$ cat config.mk
export PLATFORM = sky130hd
export DESIGN_NAME = modem_power_sequencer
export DESIGN_NICKNAME = d
export VERILOG_FILES = /design/src/hw/rtl/mps_pkg.sv /design/src/hw/rtl/mps_cfg_regs.sv /design/src/hw/rtl/mps_step.sv /design/src/hw/rtl/modem_power_sequencer.sv
export VERILOG_INCLUDE_DIRS = /design/src /design/src/hw/rtl
export SDC_FILE = /design/constraint.sdc
export NUM_CORES = 1
export LEC_CHECK = 0
export BUFFER_PORTS_ARGS = -buffer_cell sky130_fd_sc_hd__buf_2
export CAP_MARGIN = 20
export CORE_MARGIN = 1.5
export CORE_UTILIZATION = 60
export CTS_CLUSTER_SIZE = 25
export DETAILED_ROUTE_END_ITERATION = 10
export PLACE_DENSITY = 0.85
export SKIP_CTS_REPAIR_TIMING = 1
export SYNTH_ARGS = -nofsm -noshare
export SYNTH_HDL_FRONTEND = slang
export SYNTH_HIERARCHICAL = 1
export SYNTH_SLANG_ARGS = --single-unit
$ cat constraint.sdc
create_clock -name clk_i -period 3.7 [get_ports clk_i]
set_clock_uncertainty 0.2 [all_clocks]
set_input_delay 0.185 -clock clk_i [delete_from_list [all_inputs] [get_ports clk_i]]
set_output_delay 0.185 -clock clk_i [all_outputs]
set_load 0.005 [all_outputs]
$ cat src/hw/rtl/modem_power_sequencer_assert.svh
// assertion helpers for the modem power sequencer
`ifndef MODEM_POWER_SEQUENCER_ASSERT_SVH
`define MODEM_POWER_SEQUENCER_ASSERT_SVH

// same-cycle implication, sampled on clk_i, off while rst_ni is low
`define MPS_ASSERT_NOW(name, ante, cons, msg) \
  name: assert property (@(posedge clk_i) disable iff (!rst_ni) (ante) |-> (cons)) \
    else $error(msg);

// next-cycle implication
`define MPS_ASSERT_NEXT(name, ante, cons, msg) \
  name: assert property (@(posedge clk_i) disable iff (!rst_ni) (ante) |=> (cons)) \
    else $error(msg);

`endif

$ cat src/hw/rtl/mps_pkg.sv
package mps_pkg;

  // operation codes
  localparam logic [2:0] OpTick     = 3'd0;
  localparam logic [2:0] OpShutdown = 3'd1;
  localparam logic [2:0] OpPowerup  = 3'd2;
  localparam logic [2:0] OpBootMode = 3'd3;
  localparam logic [2:0] OpSuspend  = 3'd4;
  localparam logic [2:0] OpResetEdg = 3'd5;
  localparam logic [2:0] OpResync   = 3'd6;
  localparam logic [2:0] OpReboot   = 3'd7;

  // modem status codes
  localparam logic [2:0] StNormal    = 3'd0;
  localparam logic [2:0] StFlash     = 3'd1;
  localparam logic [2:0] StResetting = 3'd2;
  localparam logic [2:0] StOff       = 3'd3;
  localparam logic [2:0] StUndefined = 3'd4;

  // completion codes
  localparam logic [1:0] ResOk        = 2'd0;
  localparam logic [1:0] ResAlreadyUp = 2'd1;
  localparam logic [1:0] ResFailed    = 2'd2;
  localparam logic [1:0] ResBusy      = 2'd3;

  // configuration register indexes
  localparam int unsigned CfgIdxW = 1;
  localparam logic [CfgIdxW-1:0] CfgPollAttempts = 1'b0;
  localparam logic [CfgIdxW-1:0] CfgPollInterval = 1'b1;
  localparam int unsigned CfgDataW = 16;

  localparam logic [7:0]  PollAttemptsRst = 8'd10;
  localparam logic [15:0] PollIntervalRst = 16'd400;

  typedef enum logic [2:0] {
    SeqIdle = 3'b001,
    SeqUp   = 3'b010,
    SeqDown = 3'b100
  } seq_e;

  typedef struct packed {
    logic [2:0] op;
    logic       boot_mode_value;
    logic       reset_pin;
    logic       flash_pin;
  } in_item_t;

  typedef struct packed {
    logic [2:0] status;
    logic       disable_out;
    logic       power_out;
    logic       flash_select_out;
    logic       busy_res;
    logic       done_res;
    logic [1:0] result_code;
    logic       notify;
  } out_item_t;

  typedef struct packed {
    logic [7:0]  poll_attempts;
    logic [15:0] poll_interval;
  } cfg_t;

  typedef struct packed {
    logic [2:0]  status;
    logic        boot_in_flash;
    logic        suspended;
    logic        pin_dis;
    logic        pin_pwr;
    logic        pin_fls;
    seq_e        seq;
    logic [7:0]  samples_taken;
    logic [15:0] wait_left;
  } state_t;

  localparam state_t StateRst = '{
    status:        StUndefined,
    boot_in_flash: 1'b0,
    suspended:     1'b0,
    pin_dis:       1'b0,
    pin_pwr:       1'b0,
    pin_fls:       1'b0,
    seq:           SeqIdle,
    samples_taken: 8'd0,
    wait_left:     16'd0
  };

endpackage

$ cat src/hw/rtl/mps_cfg_regs.sv
module mps_cfg_regs (
  input  logic                             clk_i,
  input  logic                             rst_ni,
  input  logic                             cfg_valid_i,
  output logic                             cfg_ready_o,
  input  logic [mps_pkg::CfgIdxW-1:0]      cfg_index_i,
  input  logic [mps_pkg::CfgDataW-1:0]     cfg_data_i,
  output mps_pkg::cfg_t                    cfg_o
);

  mps_pkg::cfg_t cfg_q, cfg_d;

  assign cfg_ready_o = 1'b1;

  always_comb begin
    cfg_d = cfg_q;
    if (cfg_valid_i) begin
      unique case (cfg_index_i)
        mps_pkg::CfgPollAttempts: cfg_d.poll_attempts = cfg_data_i[7:0];
        mps_pkg::CfgPollInterval: cfg_d.poll_interval = cfg_data_i[15:0];
        default: cfg_d = cfg_q;
      endcase
    end
  end

  always_ff @(posedge clk_i or negedge rst_ni) begin
    if (!rst_ni) begin
      cfg_q.poll_attempts <= mps_pkg::PollAttemptsRst;
      cfg_q.poll_interval <= mps_pkg::PollIntervalRst;
    end else begin
      cfg_q <= cfg_d;
    end
  end

  assign cfg_o = cfg_q;

endmodule

$ cat src/hw/rtl/mps_step.sv
module mps_step (
  input  mps_pkg::state_t    state_i,
  input  mps_pkg::in_item_t  item_i,
  input  mps_pkg::cfg_t      cfg_i,
  output mps_pkg::state_t    state_o,
  output mps_pkg::out_item_t res_o
);

  mps_pkg::state_t ns;
  logic        busy;
  logic        sample_en;
  logic        finish_en;
  logic        finish_ok;
  logic        hit;
  logic        done;
  logic [1:0]  code;
  logic        note;
  logic [7:0]  eff_attempts;
  logic [15:0] eff_interval;

  assign eff_attempts = (cfg_i.poll_attempts == 8'd0) ? 8'd1 : cfg_i.poll_attempts;
  assign eff_interval = (cfg_i.poll_interval == 16'd0) ? 16'd1 : cfg_i.poll_interval;
  assign busy = (state_i.seq != mps_pkg::SeqIdle);

  always_comb begin
    ns        = state_i;
    sample_en = 1'b0;
    finish_en = 1'b0;
    finish_ok = 1'b0;
    hit       = 1'b0;
    done      = 1'b0;
    code      = mps_pkg::ResOk;
    note      = 1'b0;

    unique case (item_i.op) inside
      mps_pkg::OpTick: begin
        if (busy) begin
          if (state_i.wait_left > 16'd1) begin
            ns.wait_left = state_i.wait_left - 16'd1;
          end else begin
            ns.wait_left = 16'd0;
            if (state_i.samples_taken >= eff_attempts) begin
              finish_en = 1'b1;
            end else begin
              sample_en = 1'b1;
            end
          end
        end
      end
      mps_pkg::OpResetEdg: begin
        if (!state_i.suspended) begin
          ns.status  = mps_pkg::StResetting;
          ns.pin_pwr = 1'b0;
          note       = 1'b1;
        end
      end
      mps_pkg::OpResync: begin
        if (!busy) begin
          ns.boot_in_flash = item_i.flash_pin;
          ns.suspended     = 1'b0;
          if (item_i.reset_pin) begin
            ns.status = item_i.flash_pin ? mps_pkg::StFlash : mps_pkg::StNormal;
          end else begin
            ns.status = mps_pkg::StOff;
          end
        end
      end
      mps_pkg::OpShutdown, mps_pkg::OpReboot: begin
        note = (item_i.op == mps_pkg::OpReboot);
        if (busy) begin
          done = 1'b1;
          code = mps_pkg::ResBusy;
        end else if (state_i.status == mps_pkg::StOff) begin
          done = 1'b1;
        end else begin
          ns.pin_dis       = 1'b0;
          ns.seq           = mps_pkg::SeqDown;
          ns.samples_taken = 8'd0;
          sample_en        = 1'b1;
        end
      end
      mps_pkg::OpPowerup: begin
        if (busy) begin
          done = 1'b1;
          code = mps_pkg::ResBusy;
        end else if (state_i.status == mps_pkg::StNormal ||
                     state_i.status == mps_pkg::StFlash) begin
          done = 1'b1;
          code = mps_pkg::ResAlreadyUp;
        end else begin
          ns.pin_fls       = state_i.boot_in_flash;
          ns.pin_dis       = 1'b1;
          ns.pin_pwr       = 1'b1;
          ns.seq           = mps_pkg::SeqUp;
          ns.samples_taken = 8'd0;
          sample_en        = 1'b1;
        end
      end
      mps_pkg::OpBootMode: begin
        done = 1'b1;
        if (busy) begin
          code = mps_pkg::ResBusy;
        end else begin
          ns.boot_in_flash = item_i.boot_mode_value;
        end
      end
      mps_pkg::OpSuspend: begin
        done = 1'b1;
        if (busy) begin
          code = mps_pkg::ResBusy;
        end else begin
          ns.suspended = 1'b1;
        end
      end
      default: begin
        ns = state_i;
      end
    endcase

    // one reset pin sample: powerup looks for high, shutdown for low
    if (sample_en) begin
      hit = (ns.seq == mps_pkg::SeqUp) ? item_i.reset_pin : !item_i.reset_pin;
      if (ns.samples_taken != 8'hff) begin
        ns.samples_taken = ns.samples_taken + 8'd1;
      end
      if (hit) begin
        finish_en = 1'b1;
        finish_ok = 1'b1;
      end else begin
        ns.wait_left = eff_interval;
      end
    end

    if (finish_en) begin
      if (ns.seq == mps_pkg::SeqUp) begin
        if (finish_ok) begin
          ns.status = ns.boot_in_flash ? mps_pkg::StFlash : mps_pkg::StNormal;
          code      = mps_pkg::ResOk;
        end else begin
          ns.status = mps_pkg::StUndefined;
          code      = mps_pkg::ResFailed;
        end
      end else begin
        ns.pin_pwr = 1'b0;
        ns.status  = mps_pkg::StOff;
        code       = mps_pkg::ResOk;
      end
      ns.seq           = mps_pkg::SeqIdle;
      ns.samples_taken = 8'd0;
      ns.wait_left     = 16'd0;
      done             = 1'b1;
    end
  end

  assign state_o = ns;

  always_comb begin
    res_o.status           = ns.status;
    res_o.disable_out      = ns.pin_dis;
    res_o.power_out        = ns.pin_pwr;
    res_o.flash_select_out = ns.pin_fls;
    res_o.busy_res         = (ns.seq != mps_pkg::SeqIdle);
    res_o.done_res         = done;
    res_o.result_code      = code;
    res_o.notify           = note;
  end

endmodule

$ cat src/hw/rtl/modem_power_sequencer.sv
// channel   | direction | handshake           | payload
// ----------+-----------+---------------------+---------------------------------
// in        | input     | in_valid_i/stall_o  | in_item_i (op, pins, boot mode)
// out       | output    | out_valid_o/stall_i | out_item_o (status, pins, done)
// cfg       | input     | cfg_valid_i/ready_o | cfg_index_i, cfg_data_i
//
// one request per cycle while out_stall_i is low; a taken request passes the input
// register, then the step logic into the result register.
// the sequencer state updates as a request moves into the result register, so
// the next request always sees the state its predecessor left.
// rst_ni clears the state to undefined status, idle, all pins low.
// out_stall_i holds the result register; the input register then fills and
// in_stall_o rises.
`include "modem_power_sequencer_assert.svh"

module modem_power_sequencer (
  input  logic                           clk_i,
  input  logic                           rst_ni,
  input  logic                           in_valid_i,
  output logic                           in_stall_o,
  input  mps_pkg::in_item_t              in_item_i,
  output logic                           out_valid_o,
  input  logic                           out_stall_i,
  output mps_pkg::out_item_t             out_item_o,
  input  logic                           cfg_valid_i,
  output logic                           cfg_ready_o,
  input  logic [mps_pkg::CfgIdxW-1:0]    cfg_index_i,
  input  logic [mps_pkg::CfgDataW-1:0]   cfg_data_i
);

  mps_pkg::cfg_t      cfg;
  mps_pkg::state_t    state_q, state_d;
  mps_pkg::in_item_t  in_item_q;
  mps_pkg::out_item_t out_item_q, res;
  logic               in_valid_q;
  logic               out_valid_q;
  logic               out_free;
  logic               fire;

  mps_cfg_regs u_cfg (
    .clk_i       (clk_i),
    .rst_ni      (rst_ni),
    .cfg_valid_i (cfg_valid_i),
    .cfg_ready_o (cfg_ready_o),
    .cfg_index_i (cfg_index_i),
    .cfg_data_i  (cfg_data_i),
    .cfg_o       (cfg)
  );

  mps_step u_step (
    .state_i (state_q),
    .item_i  (in_item_q),
    .cfg_i   (cfg),
    .state_o (state_d),
    .res_o   (res)
  );

  assign out_free   = !out_valid_q || !out_stall_i;
  assign fire       = in_valid_q && out_free;
  assign in_stall_o = in_valid_q && !out_free;

  always_ff @(posedge clk_i or negedge rst_ni) begin
    if (!rst_ni) begin
      in_valid_q  <= 1'b0;
      out_valid_q <= 1'b0;
      state_q     <= mps_pkg::StateRst;
    end else begin
      if (!in_stall_o) begin
        in_valid_q <= in_valid_i;
      end
      if (out_free) begin
        out_valid_q <= in_valid_q;
      end
      if (fire) begin
        state_q <= state_d;
      end
    end
  end

  always_ff @(posedge clk_i) begin
    if (!in_stall_o && in_valid_i) begin
      in_item_q <= in_item_i;
    end
    if (fire) begin
      out_item_q <= res;
    end
  end

  assign out_valid_o = out_valid_q;
  assign out_item_o  = out_item_q;

  // an idle sequencer has no pending wait or sample count; a running one waits
  `MPS_ASSERT_NOW(a_idle_clear, state_q.seq == mps_pkg::SeqIdle, state_q.wait_left == 16'd0 && state_q.samples_taken == 8'd0, "idle sequencer holds a wait or sample count")
  `MPS_ASSERT_NOW(a_busy_waits, state_q.seq != mps_pkg::SeqIdle, state_q.wait_left != 16'd0, "running sequence without a pending wait")
  `MPS_ASSERT_NOW(a_dis_level, state_q.seq != mps_pkg::SeqIdle, state_q.pin_dis == (state_q.seq == mps_pkg::SeqUp), "disable pin disagrees with sequence direction")
  `MPS_ASSERT_NEXT(a_busy_flag, fire, out_valid_q && out_item_q.busy_res == (state_q.seq != mps_pkg::SeqIdle), "result busy flag disagrees with sequencer state")

endmodule

==> impl_results.md <==
* Status: completed
* Largest net degree at the start of global routing at 39
* Drt wl/cell at 18.6 microns
* Worst EP required at 3.81 ns
* Final period util at 0.926
* Synthesized Nets at 470
* Final setup viols at 0
* FMAX at 0.292 GHz
* Area leader, netlist: dfrtp_1
* Clock tree buffer depth at 2
* Synth area leaders: dfrtp_1 (29%), edfxtp_1 (11%), mux2_4 (9.2%)
* Most common cell after layout, fill and taps aside: dfrtp_1
* Max-Slew Margin vs Limit at 0.414
* Clk pwr share at 0.212
* Most frequent cells in the layout: dfrtp_1 (54), buf_2 (40), nor2_1 (36)
* Initial antenna violation count at 0
* Clock Latency Late Sink at 0.36 ns
* Crit path DAT at 3.53 ns
* Power, Total at 3.11 mW
* R2R setup slack at 0.27 ns
* Minimum clock period at 3.43 ns
* Combinational fraction of design power at 0.354
* Hold Path Cell Cnt at 3
* Ys Warns at 6
* Maximum fanout along the worst path at 11
* Ratio of cells with drive above 1 in the final layout at 0.291
* Peak VDD IR at 296 uV
* Sequential-to-total area share from yosys stat at 0.432
* Asr flop ratio synth at 0.782
* H-tree Lvls at 3
* Clock transition at path regs at 0.09 ns
* HP Start: cfg_valid_i
* Routed WL at 11.2 mm
* Syn avg cell area at 11.0 sq um
* Switch share at 0.358
* Vias in the first global route at 3564
* Internal power at 2.00 mW
* Initial Utilization at 0.615
* Critical path class: register to register
* Ys flop type: dfrtp_1
* RR Endpoint: state_q[21]
* Worst setup startpoint: in_item_q[5]
* Reg power frac at 0.434
* Antenna viol nets, final at 0
* Max incr delay on CP at 0.54 ns
* Number of cell rows at 32
* Final slew viol count at 0
* Number of fill cells in the layout at 559
* Area growth, synth to finish at 15.2%
* CTS tree: done
* Pwr dens at 570 nW/um^2
* Core area at 7690 sq um
* Final-stage net count at 536
* CTS Buf Count at 9
* Hold Slack at 0.136 ns
* GR Util All Layers at 0.259
* Switch Pwr at 1.11 mW
* Iteration-0 DRC Markers at 313
* Final hold vios at 0
* Top cell type's share of synthesized area at 0.286
* Worst Reg-to-Reg Cells at 12
* Die area at 8430 sq um
* Initial DRT Pass Iterations at 6
* DR vias/cell at 6.24
* Max-Cap Viols at 0
* R2R Path Start: in_item_q[5]
* Lkg Pwr at 2.35 nW
* CTS sink cnt at 78
* Height of the die at 91.8 microns
* CP top delay family: simple AND/OR/NAND/NOR gates
* Unrepaired setup endpoints after global routing: false
* Critical-path cell list: nand2b_1, a32oi_1, a211o_1, and2_1, ha_1, nand2_1, nor2_1, and4_1, or3_4, or3_1, a21oi_1, mux2_4
* Die Wd at 91.8 microns
* Number of enable flip-flop cells after synthesis at 17
* Slowest-stage cell, CP: edfxtp_1
* Worst Tran Pin Value at 0.879 ns
* #FFs+latches synth at 78
* Root Driver: clkbuf_8
* # diodes at 0
* GR Overflow Total at 0
* Hold Path End: u_cfg/cfg_o[21]
* Mapped Cells at 431
* Netlist cell types at 71
* Post-layout util at 0.709
* DR vias at 3769
* DRC Markers at 0
* IO buf count at 40
* First-pass GRT wire length at 17.1 mm
* CP Capture Type: register
* Post-Syn Area at 4730 sq um
* Element type at the critical path start: register
* HP Class: input pin to register
* Num ports at 42
* RD Place Congestion at 0.941
* Post-Route Setup TNS at 0 ns
* Buf+Inv Stages, Crit Path at 0
* Detailed Place HPWL at 7.39 mm
==> logic make-up (layout without fill, tap and decap cells) <==
family | count (synthesis) | after routing | synth area share
muxes | 62 | 62 | 0.170
adders and majority gates | 11 | 11 | 0.0291
xor gates and xnor gates | 15 | 15 | 0.0278
AOI/OAI and AO/OA | 77 | 77 | 0.116
buffers and inverters | 45 | 116 | 0.0584
and+or+nand+nor | 142 | 142 | 0.166
other | 1 | 1 | 0.000793
DFF | 78 | 78 | 0.432
==> worst min-delay path: cells and delay by family <==
family / cells / cell delay [ns]
mux: 1 / 0.19
simple gates: 1 / 0.18
buf+inv: 1 / 0.12
==> area by class of cell <==
type / instances / area [sq um] / share of cell area
multi-input combinational: 308 / 2420 / 0.443
sequential: 78 / 2050 / 0.375
timing repair buffer: 82 / 591 / 0.108
clock buffer: 12 / 178 / 0.0326
tap: 102 / 128 / 0.0234
inverter: 18 / 67.6 / 0.0124
clock inverter: 4 / 26.3 / 0.00482
==> metal layers <==
| metal | vias up | track usage | wire, microns | share of wire |
|---|---|---|---|---|
| met4 | 0 | 0.0936 | 302 | 0.027 |
| li1 | 1717 | - | - | - |
| met5 | - | 0 | 0 | 0 |
| met1 | 1851 | 0.338 | 4610 | 0.41 |
| met3 | 35 | 0.0439 | 612 | 0.055 |
| met2 | 166 | 0.437 | 5700 | 0.51 |
==> metrics by stage <==
stage / area [sq um] / setup slack [ns] / instances
after CTS: 5190 / 0.324 / 578
after floorplan: 4730 / 0.321 / 431
after detailed placement: 4990 / 0.388 / 562
after global placement: 4990 / 0.504 / 562
after global routing: 5450 / 0.108 / 604
final: 5450 / 0.273 / 604
==> Yosys cell counts (14+ instances only) <==
master and n:
a21oi_1 14, a32oi_1 14, dfrtp_1 54, edfxtp_1 17
inv_1 18, mux2_2 22, mux2_4 29, nand2_1 24
nor2_1 36, nor3_1 15, o21ai_0 15
==> state kept, by name, summed over array words and instances (netlist names) <==
signal,cells
in_item_q,6
in_valid_q,1
out_item_o,11
out_valid_o,1
state_q,35
u_cfg/cfg_o,24
==> worst max-delay path by stage <==
stage	to	slack [ns]	depth (start not counted)
2_1_floorplan	state_q[21]	0.32	12
3_3_place_gp	state_q[33]	0.50	10
3_5_place_dp	state_q[21]	0.39	12
4_1_cts	state_q[21]	0.32	12
5_1_grt	state_q[21]	0.11	12
6_report	state_q[21]	0.27	12
==> power by group through the flow <==
stage / logic [mW] / clock network (mW) / registers (mW)
3_5_place_dp: 1.04 / 0 / 1.35
6_report: 1.10 / 0.660 / 1.35
5_1_grt: 1.20 / 0.692 / 1.38
3_3_place_gp: 0.987 / 0 / 1.33
4_1_cts: 1.05 / 0.654 / 1.33
2_1_floorplan: 0.858 / 0 / 1.28
No activity file was read; power rests on OpenSTA's default activity.
